`config.mk`:
```
export PLATFORM = sky130hd
export DESIGN_NAME = source_text_tokenizer_top
export DESIGN_NICKNAME = d
export VERILOG_FILES = /design/src/rtl/sttok_pkg.sv /design/src/rtl/source_text_tokenizer_top.sv /design/src/rtl/sttok_lexer.sv /design/src/rtl/sttok_out_queue.sv
export SDC_FILE = /design/constraint.sdc
export NUM_CORES = 1
export LEC_CHECK = 0
export ABC_AREA = 1
export BUFFER_PORTS_ARGS = -buffer_cell sky130_fd_sc_hd__buf_2
export CORE_ASPECT_RATIO = 0.8
export CORE_MARGIN = 8
export CORE_UTILIZATION = 37
export DETAILED_ROUTE_END_ITERATION = 16
export PLACE_DENSITY = 0.55
export SLEW_MARGIN = 5
export SYNTH_ARGS = -nofsm -noshare
export SYNTH_HDL_FRONTEND = slang
export SYNTH_HIERARCHICAL = 1
export SYNTH_SLANG_ARGS = --single-unit
```
`constraint.sdc`:
```
create_clock -name aclk -period 7.1 [get_ports aclk]
set_input_delay 0.71 -clock aclk [delete_from_list [all_inputs] [get_ports aclk]]
set_output_delay 0.71 -clock aclk [all_outputs]
set_load 0.005 [all_outputs]
```
`src/rtl/sttok_pkg.sv`:
```
package sttok_pkg;

    // Scanner modes
    localparam logic [1:0] MODE_IDLE   = 2'd0;
    localparam logic [1:0] MODE_IDENT  = 2'd1;
    localparam logic [1:0] MODE_NUMBER = 2'd2;

    // Token kinds
    localparam logic [3:0] KIND_IDENT    = 4'd0;
    localparam logic [3:0] KIND_NUMBER   = 4'd1;
    localparam logic [3:0] KIND_OPEN     = 4'd2;
    localparam logic [3:0] KIND_CLOSE    = 4'd3;
    localparam logic [3:0] KIND_OPERATOR = 4'd4;
    localparam logic [3:0] KIND_UNKNOWN  = 4'd5;
    localparam logic [3:0] KIND_END      = 4'd6;
    localparam logic [3:0] KIND_RETURN   = 4'd7;
    localparam logic [3:0] KIND_FUNCTION = 4'd8;

    localparam int RETURN_LEN   = 6;
    localparam int FUNCTION_LEN = 8;

    typedef struct packed {
        logic [3:0]  kind;
        logic [31:0] start;
        logic [7:0]  length;
        logic        last;
    } token_t;

    function automatic logic is_letter(input logic [7:0] c);
        return (c >= "a" && c <= "z") || (c >= "A" && c <= "Z");
    endfunction

    function automatic logic is_digit(input logic [7:0] c);
        return c >= "0" && c <= "9";
    endfunction

    function automatic logic is_space(input logic [7:0] c);
        return c == " " || (c >= 8'd9 && c <= 8'd13);
    endfunction

    function automatic logic is_operator(input logic [7:0] c);
        return c == "%" || c == "/" || c == "*" || c == "+" ||
               c == "-" || c == "=" || c == "<";
    endfunction

    function automatic logic [7:0] return_char(input logic [2:0] idx);
        logic [7:0] ch;
        unique case (idx)
            3'd0:    ch = "r";
            3'd1:    ch = "e";
            3'd2:    ch = "t";
            3'd3:    ch = "u";
            3'd4:    ch = "r";
            3'd5:    ch = "n";
            default: ch = 8'h00;
        endcase
        return ch;
    endfunction

    function automatic logic [7:0] function_char(input logic [2:0] idx);
        logic [7:0] ch;
        unique case (idx)
            3'd0:    ch = "f";
            3'd1:    ch = "u";
            3'd2:    ch = "n";
            3'd3:    ch = "c";
            3'd4:    ch = "t";
            3'd5:    ch = "i";
            3'd6:    ch = "o";
            default: ch = "n";
        endcase
        return ch;
    endfunction

endpackage

```
`src/rtl/source_text_tokenizer_top.sv`:
```
// Source text tokenizer. Takes one byte of text, or an end-of-input flag,
// per request and reports tokens by kind, start offset and length. A request
// is normally accepted every cycle. A request that ends an identifier or a
// number and also forms a token of its own (or an end flag after a pending
// token) gives two results; these sit in a three-entry result queue, and
// s_ready drops while more than one result is waiting, so the sustained
// rate is one request per cycle as long as the output side drains one
// result per cycle, with a pause after each two-result request.
// Results are registered in the result queue before they reach the output.
module source_text_tokenizer_top
    import sttok_pkg::*;
#(
    parameter int LENGTH_BITS   = 8,
    parameter int POSITION_BITS = 32
) (
    input  logic        aclk,
    input  logic        aresetn,
    input  logic        s_valid,
    output logic        s_ready,
    input  logic [7:0]  s_text_byte,
    input  logic        s_end_of_input,
    output logic        m_valid,
    input  logic        m_ready,
    output logic [3:0]  m_token_kind,
    output logic [31:0] m_token_start,
    output logic [7:0]  m_token_length,
    output logic        m_last_of_run
);

    logic       accept;
    logic       room;
    token_t     tok0;
    token_t     tok1;
    token_t     m_tok;
    logic [1:0] push_count;

    assign s_ready = room;
    assign accept  = s_valid && room;

    sttok_lexer #(
        .LENGTH_BITS   (LENGTH_BITS),
        .POSITION_BITS (POSITION_BITS)
    ) u_lexer (
        .aclk         (aclk),
        .aresetn      (aresetn),
        .accept       (accept),
        .text_byte    (s_text_byte),
        .end_of_input (s_end_of_input),
        .tok0         (tok0),
        .tok1         (tok1),
        .push_count   (push_count)
    );

    sttok_out_queue u_queue (
        .aclk       (aclk),
        .aresetn    (aresetn),
        .tok0       (tok0),
        .tok1       (tok1),
        .push_count (push_count),
        .room       (room),
        .m_valid    (m_valid),
        .m_ready    (m_ready),
        .m_tok      (m_tok)
    );

    assign m_token_kind   = m_tok.kind;
    assign m_token_start  = m_tok.start;
    assign m_token_length = m_tok.length;
    assign m_last_of_run  = m_tok.last;

endmodule

```
`src/rtl/sttok_lexer.sv`:
```
module sttok_lexer
    import sttok_pkg::*;
#(
    parameter int LENGTH_BITS   = 8,
    parameter int POSITION_BITS = 32
) (
    input  logic       aclk,
    input  logic       aresetn,
    input  logic       accept,
    input  logic [7:0] text_byte,
    input  logic       end_of_input,
    output token_t     tok0,
    output token_t     tok1,
    output logic [1:0] push_count
);

    logic [1:0]               mode_reg, mode_next;
    logic [POSITION_BITS-1:0] start_reg, start_next;
    logic [LENGTH_BITS-1:0]   len_reg, len_next;
    logic [POSITION_BITS-1:0] pos_reg, pos_next;
    logic [1:0]               flags_reg, flags_next;

    logic                     pend_valid;
    token_t                   pend_tok;
    logic                     single_valid;
    token_t                   single_tok;
    logic [LENGTH_BITS+7:0]   len_ext;
    logic [7:0]               len_out;
    logic                     grows;

    always_comb begin
        len_ext = (LENGTH_BITS+8)'(len_reg);
        len_out = (len_ext > (LENGTH_BITS+8)'(255)) ? 8'hFF : len_ext[7:0];

        // The token under construction, reported when something ends it.
        pend_valid      = (mode_reg == MODE_IDENT) || (mode_reg == MODE_NUMBER);
        pend_tok.start  = 32'(start_reg);
        pend_tok.length = len_out;
        pend_tok.last   = 1'b0;
        if (mode_reg == MODE_NUMBER) begin
            pend_tok.kind = KIND_NUMBER;
        end else if (flags_reg[0] && len_reg == LENGTH_BITS'(RETURN_LEN)) begin
            pend_tok.kind = KIND_RETURN;
        end else if (flags_reg[1] && len_reg == LENGTH_BITS'(FUNCTION_LEN)) begin
            pend_tok.kind = KIND_FUNCTION;
        end else begin
            pend_tok.kind = KIND_IDENT;
        end

        mode_next   = mode_reg;
        start_next  = start_reg;
        len_next    = len_reg;
        pos_next    = pos_reg;
        flags_next  = flags_reg;
        single_valid      = 1'b0;
        single_tok.kind   = KIND_UNKNOWN;
        single_tok.start  = 32'(pos_reg);
        single_tok.length = 8'd1;
        single_tok.last   = 1'b1;

        grows = !end_of_input &&
                (((mode_reg == MODE_IDENT) && (is_letter(text_byte) || is_digit(text_byte)))
              || ((mode_reg == MODE_NUMBER) && (is_digit(text_byte) || text_byte == ".")));

        if (end_of_input) begin
            single_valid      = 1'b1;
            single_tok.kind   = KIND_END;
            single_tok.length = 8'd0;
            mode_next  = MODE_IDLE;
            len_next   = '0;
            flags_next = 2'b11;
        end else if (grows) begin
            pend_valid = 1'b0;
            if (!(len_reg < LENGTH_BITS'(RETURN_LEN) &&
                  return_char(len_reg[2:0]) == text_byte)) begin
                flags_next[0] = 1'b0;
            end
            if (!(len_reg < LENGTH_BITS'(FUNCTION_LEN) &&
                  function_char(len_reg[2:0]) == text_byte)) begin
                flags_next[1] = 1'b0;
            end
            if (len_reg != '1) begin
                len_next = len_reg + 1'b1;
            end
            pos_next = pos_reg + 1'b1;
        end else begin
            mode_next  = MODE_IDLE;
            len_next   = '0;
            flags_next = 2'b11;
            pos_next   = pos_reg + 1'b1;
            if (is_space(text_byte)) begin
                single_valid = 1'b0;
            end else if (is_letter(text_byte) || is_digit(text_byte)) begin
                mode_next  = is_letter(text_byte) ? MODE_IDENT : MODE_NUMBER;
                start_next = pos_reg;
                len_next   = LENGTH_BITS'(1);
                flags_next = {text_byte == "f", text_byte == "r"};
            end else begin
                single_valid = 1'b1;
                if (text_byte == "(") begin
                    single_tok.kind = KIND_OPEN;
                end else if (text_byte == ")") begin
                    single_tok.kind = KIND_CLOSE;
                end else if (is_operator(text_byte)) begin
                    single_tok.kind = KIND_OPERATOR;
                end else begin
                    single_tok.kind = KIND_UNKNOWN;
                end
            end
        end

        // Pack the results so that the first produced is always in slot 0.
        pend_tok.last = !single_valid;
        if (pend_valid) begin
            tok0 = pend_tok;
            tok1 = single_tok;
        end else begin
            tok0 = single_tok;
            tok1 = single_tok;
        end
        if (!accept) begin
            push_count = 2'd0;
        end else begin
            push_count = 2'(pend_valid) + 2'(single_valid);
        end
    end

    always_ff @(posedge aclk) begin
        if (!aresetn) begin
            mode_reg  <= MODE_IDLE;
            start_reg <= '0;
            len_reg   <= '0;
            pos_reg   <= '0;
            flags_reg <= 2'b11;
        end else if (accept) begin
            mode_reg  <= mode_next;
            start_reg <= start_next;
            len_reg   <= len_next;
            pos_reg   <= pos_next;
            flags_reg <= flags_next;
        end
    end

endmodule

```
`src/rtl/sttok_out_queue.sv`:
```
module sttok_out_queue
    import sttok_pkg::*;
(
    input  logic       aclk,
    input  logic       aresetn,
    input  token_t     tok0,
    input  token_t     tok1,
    input  logic [1:0] push_count,
    output logic       room,
    output logic       m_valid,
    input  logic       m_ready,
    output token_t     m_tok
);

    localparam logic [1:0] DEPTH_LAST = 2'd2;

    token_t     entry_reg [3];
    logic [1:0] wr_ptr_reg, wr_ptr_next;
    logic [1:0] rd_ptr_reg, rd_ptr_next;
    logic [1:0] count_reg, count_next;
    logic [1:0] wr_ptr_plus1;
    logic       pop;

    function automatic logic [1:0] wrap_inc(input logic [1:0] p);
        return (p == DEPTH_LAST) ? 2'd0 : p + 2'd1;
    endfunction

    assign pop          = m_valid && m_ready;
    assign m_valid      = (count_reg != 2'd0);
    assign m_tok        = entry_reg[rd_ptr_reg];
    // Room for the worst case of two results from one request.
    assign room         = (count_reg <= 2'd1);
    assign wr_ptr_plus1 = wrap_inc(wr_ptr_reg);

    always_comb begin
        count_next  = count_reg + push_count - 2'(pop);
        rd_ptr_next = pop ? wrap_inc(rd_ptr_reg) : rd_ptr_reg;
        unique case (push_count)
            2'd0:    wr_ptr_next = wr_ptr_reg;
            2'd1:    wr_ptr_next = wr_ptr_plus1;
            default: wr_ptr_next = wrap_inc(wr_ptr_plus1);
        endcase
    end

    always_ff @(posedge aclk) begin
        if (!aresetn) begin
            wr_ptr_reg <= '0;
            rd_ptr_reg <= '0;
            count_reg  <= '0;
        end else begin
            wr_ptr_reg <= wr_ptr_next;
            rd_ptr_reg <= rd_ptr_next;
            count_reg  <= count_next;
        end
    end

    always_ff @(posedge aclk) begin
        if (push_count != 2'd0) begin
            entry_reg[wr_ptr_reg] <= tok0;
        end
        if (push_count == 2'd2) begin
            entry_reg[wr_ptr_plus1] <= tok1;
        end
    end

`ifndef SYNTHESIS
    a_no_overflow: assert property (@(posedge aclk) disable iff (!aresetn)
        (push_count != 2'd0) |-> (count_reg <= 2'd1))
        else $error("result queue written without room");

    a_ptr_range: assert property (@(posedge aclk) disable iff (!aresetn)
        (wr_ptr_reg != 2'd3) && (rd_ptr_reg != 2'd3))
        else $error("queue pointer out of range");

    a_empty_ptrs: assert property (@(posedge aclk) disable iff (!aresetn)
        (count_reg == 2'd0) |-> (rd_ptr_reg == wr_ptr_reg))
        else $error("queue empty but pointers differ");

    a_push_shows: assert property (@(posedge aclk) disable iff (!aresetn)
        (push_count != 2'd0) |=> m_valid)
        else $error("pushed result not presented");
`endif

endmodule
```
==> out/results.md <==
• 0.876 — routability congestion estimate
• 1,550 — net total in the final layout
• 135 — EDFF count, synth
• 0.00532 mm² — combined area of the multi-input logic cells
• s_text_byte[3] — start point of the critical path
• yes — TritonCTS clock tree
• 0.52 ns — clock latency reported for the late side of the worst-skew pair
• 1,927 — Placed Cells
• 7.95 µm² — mean area per synthesized cell
• 0.0386 mm² — full die area
• 219 — number of clock sinks seen by CTS
• 0.00574 mm² — combined flip-flop and latch cell area
• 873 — number of DRC markers after the initial detailed-route iteration
• 0.06 ns — post-CTS clock slew at the launch and capture registers of the worst setup and hold paths
• u_lexer/mode_reg[0]$_SDFFE_PN0P_ — worst flop-to-flop path startpoint
• 0 — antenna cells
• 0.374 — worst slew margin relative to its limit
• nand2_1 — most common library cell in the layout ignoring fill and taps
• 17.1 µm — Avg WL per Cell
• input port — startpoint type of the worst setup path
• 250 mW/mm² — power density over cell area
• 2390 µW — design internal power
• 1 — H-tree depth reported by CTS
• 147 µV — peak supply drop
• edfxtp_1 — primary flip-flop cell chosen by synthesis mapping
• 0 — post-CTS setup buffer count
• 59 — Row Count
• 0 — post-detailed-route count of antenna-violating nets
• 0 — Residual DRC
• 92 — maximum number of pins on one net before global-route repair
• 0 — final count of negative-setup-slack endpoints
• 0.939 ns — measured slew at the worst slew-check pin
• 218 µm — width of the chip
• 6 — number of warning messages in the yosys log
• 0.130 — layout cells sized above 1
• 3.05 ns — Worst R2R Setup Slack
• 177 µm — Die Ht
• 57 — maximum fanout along the worst path
• 4.71 ns — Critical Path AT
• 1,972 — Post-Layout Cell Count
• 5.13 — post-DR vias/cell
• 22.3 mm — hpwl dp
• 9,374 — via count of the first global-routing pass
• 0.00491 µW — Leak Pwr
• 41 — library cells used by synthesis
• 60 — I/O pin total
• reg2reg — path category of the worst min-delay check
• 0 ns — Final TNS setup
• 3 — buffers from clock root to sink, at most
• clkbuf_16 — CTS Root Buffer Type
• false — setup repair after global routing missed its margin
• 0 — share of flip-flops with an asynchronous set or reset after synthesis
• 33.8 mm — total wire length after detailed routing
• in2reg — kind of critical path
• 54.0 mm — wire length of the first global-routing pass
• 0.0121 mm² — cell area after synthesis
• 5 — DRT Pass-1 Iters
• 1.99 ns — Setup Slack @ Placement
• 2.55 ns — setup slack of the critical path after layout
• 0 — hold-fix buffers at CTS
• 4.55 ns — Period minus WS final
• nand2_1 (418), a21oi_1 (145), nor2_1 (138), edfxtp_1 (135), inv_1 (131) — top library cells by usage in the layout, fill and taps aside
• 219 — count of state elements after synthesis
• 0.168 — fraction of power consumed by combinational cells
• 0.386 — relative contribution of the clock network to total power
• 0 — Final Hold Vio Count
• 936 µW — net switching power figure
• 0 — antenna violations before repair
• 59 — number of port buffers
• 0.476 — sequential area share after synthesis
• 0 — total of max-cap violations
• 0 — Final Slew Violations
• 2 — Worst Hold Depth
• u_queue/entry_reg[2][27]$_DFFE_PP_ — Critical Path End
• 135 — flip-flop count of the largest register after layout
• 7.26 ns — CP Data Required Time
• u_queue/entry_reg[2][27]$_DFFE_PP_ — endpoint of the worst-slack reg-to-reg timing path
• 0.373 — effective utilization at floorplan
• 0.641 — share of the cycle needed by the critical path after routing
• 0 — PostCTS Resize Cnt
• 0.220 GHz — upper clock frequency limit
• complete, no violations — outcome
• 0.411 — utilization of the core after routing
• 3,292 — # fillers
• 0.173 — Overall Global Routing Usage
• 14 — worst reg-to-reg path cell count
• 0 — global route overflow
• 0.446 — share of total power in sequential cells
• flop — kind of end point of the critical path
• 10.3% — growth of design area from synthesis to finish
• 0.281 — Switching Fraction
• 0.0323 mm² — placeable core region
• 25 — number of buffers created by CTS
• 1,516 — synthesized netlist cell count
• 10,100 — total vias in the final route
• 0.0131 ns — worst setup skew after layout
## layer usage
metal,share of wire,GRT usage,vias up
met3,0.067,0.0288,27
met4,0.012,0.0266,0
li1,-,-,5058
met5,0,0,-
met1,0.50,0.263,4752
met2,0.42,0.259,282
## layout make-up
class | instances | share of cell area
clock inverters | 13 | 0.00960
well taps | 427 | 0.0402
flip-flops and latches | 219 | 0.432
inverters | 138 | 0.0390
repair buffers | 68 | 0.0273
multi-input cells | 1075 | 0.400
clock buffers | 32 | 0.0521
## how the worst min path moves through the flow
stage                                                    end                          startpoint  slack [ns]
after floorplan            u_lexer/flags_reg[1]$_SDFFE_PN1P_   u_lexer/flags_reg[1]$_SDFFE_PN1P_        0.43
after global placement     u_lexer/start_reg[6]$_SDFFE_PN0P_   u_lexer/start_reg[6]$_SDFFE_PN0P_        0.45
final                     u_lexer/start_reg[16]$_SDFFE_PN0P_  u_lexer/start_reg[16]$_SDFFE_PN0P_        0.46
after detailed placement   u_lexer/start_reg[9]$_SDFFE_PN0P_   u_lexer/start_reg[9]$_SDFFE_PN0P_        0.45
after CTS                 u_lexer/start_reg[16]$_SDFFE_PN0P_  u_lexer/start_reg[16]$_SDFFE_PN0P_        0.46
after global routing       u_lexer/start_reg[5]$_SDFFE_PN0P_   u_lexer/start_reg[5]$_SDFFE_PN0P_        0.47
## stage by stage
| step | instance area [µm²] | hold slack (ns) | total power [µW] |
|---|---|---|---|
| floorplan | 12100 | 0.426 | 1860 |
| global placement | 12500 | 0.448 | 2070 |
| detailed placement | 12500 | 0.453 | 2080 |
| CTS | 13300 | 0.461 | 3370 |
| global route | 13300 | 0.468 | 3490 |
| finish | 13300 | 0.462 | 3330 |
## cells by family after synthesis
family	after synthesis	share of synthesized area
simple gates	693	0.244
compound gates	337	0.162
buf+inv	229	0.0886
flops	219	0.476
xor+xnor	26	0.0189
fa+ha+maj	10	0.0104
other cells	2	0.000623
## synthesized netlist by cell type, types with 10 or more instances
| library cell | n | area (µm²) |
|---|---|---|
| nand3_1 | 35 | 175 |
| o21ai_0 | 96 | 480 |
| buf_6 | 17 | 191 |
| o21ai_2 | 60 | 526 |
| clkbuf_1 | 31 | 116 |
| inv_1 | 131 | 492 |
| edfxtp_1 | 135 | 4050 |
| xor2_1 | 26 | 228 |
| dfxtp_1 | 84 | 1680 |
| nand2_1 | 418 | 1570 |
| ha_1 | 10 | 125 |
| buf_2 | 19 | 95.1 |
| o21ai_1 | 26 | 130 |
| a21oi_1 | 145 | 726 |
| nor3_1 | 28 | 140 |
| nand4_1 | 50 | 313 |
| nor2_1 | 138 | 518 |
| buf_4 | 13 | 97.6 |
## worst max-delay path: stages
cell and delay [ns]:
buf_2 0.17, nor2_1 0.22, nand3_1 0.10, nand3_1 0.17, nand2_4 0.29, nand2_4 0.18, a21oi_4 0.11, nor2_4 0.08
buf_4 0.55, ha_1 0.28, nand2_1 0.06, inv_1 0.16, inv_2 0.10, nor2_8 0.15, nand3_4 0.56, o31ai_4 0.20
buf_4 0.59
## power groups by stage
stage	clock, µW	sequential, µW	combinational (µW)
after global routing	1360	1490	630
final	1290	1480	559
after floorplan	0	1510	354
after CTS	1310	1480	576
after detailed placement	0	1510	571
after global placement	0	1510	564
Power figures use the tool's default switching activity.
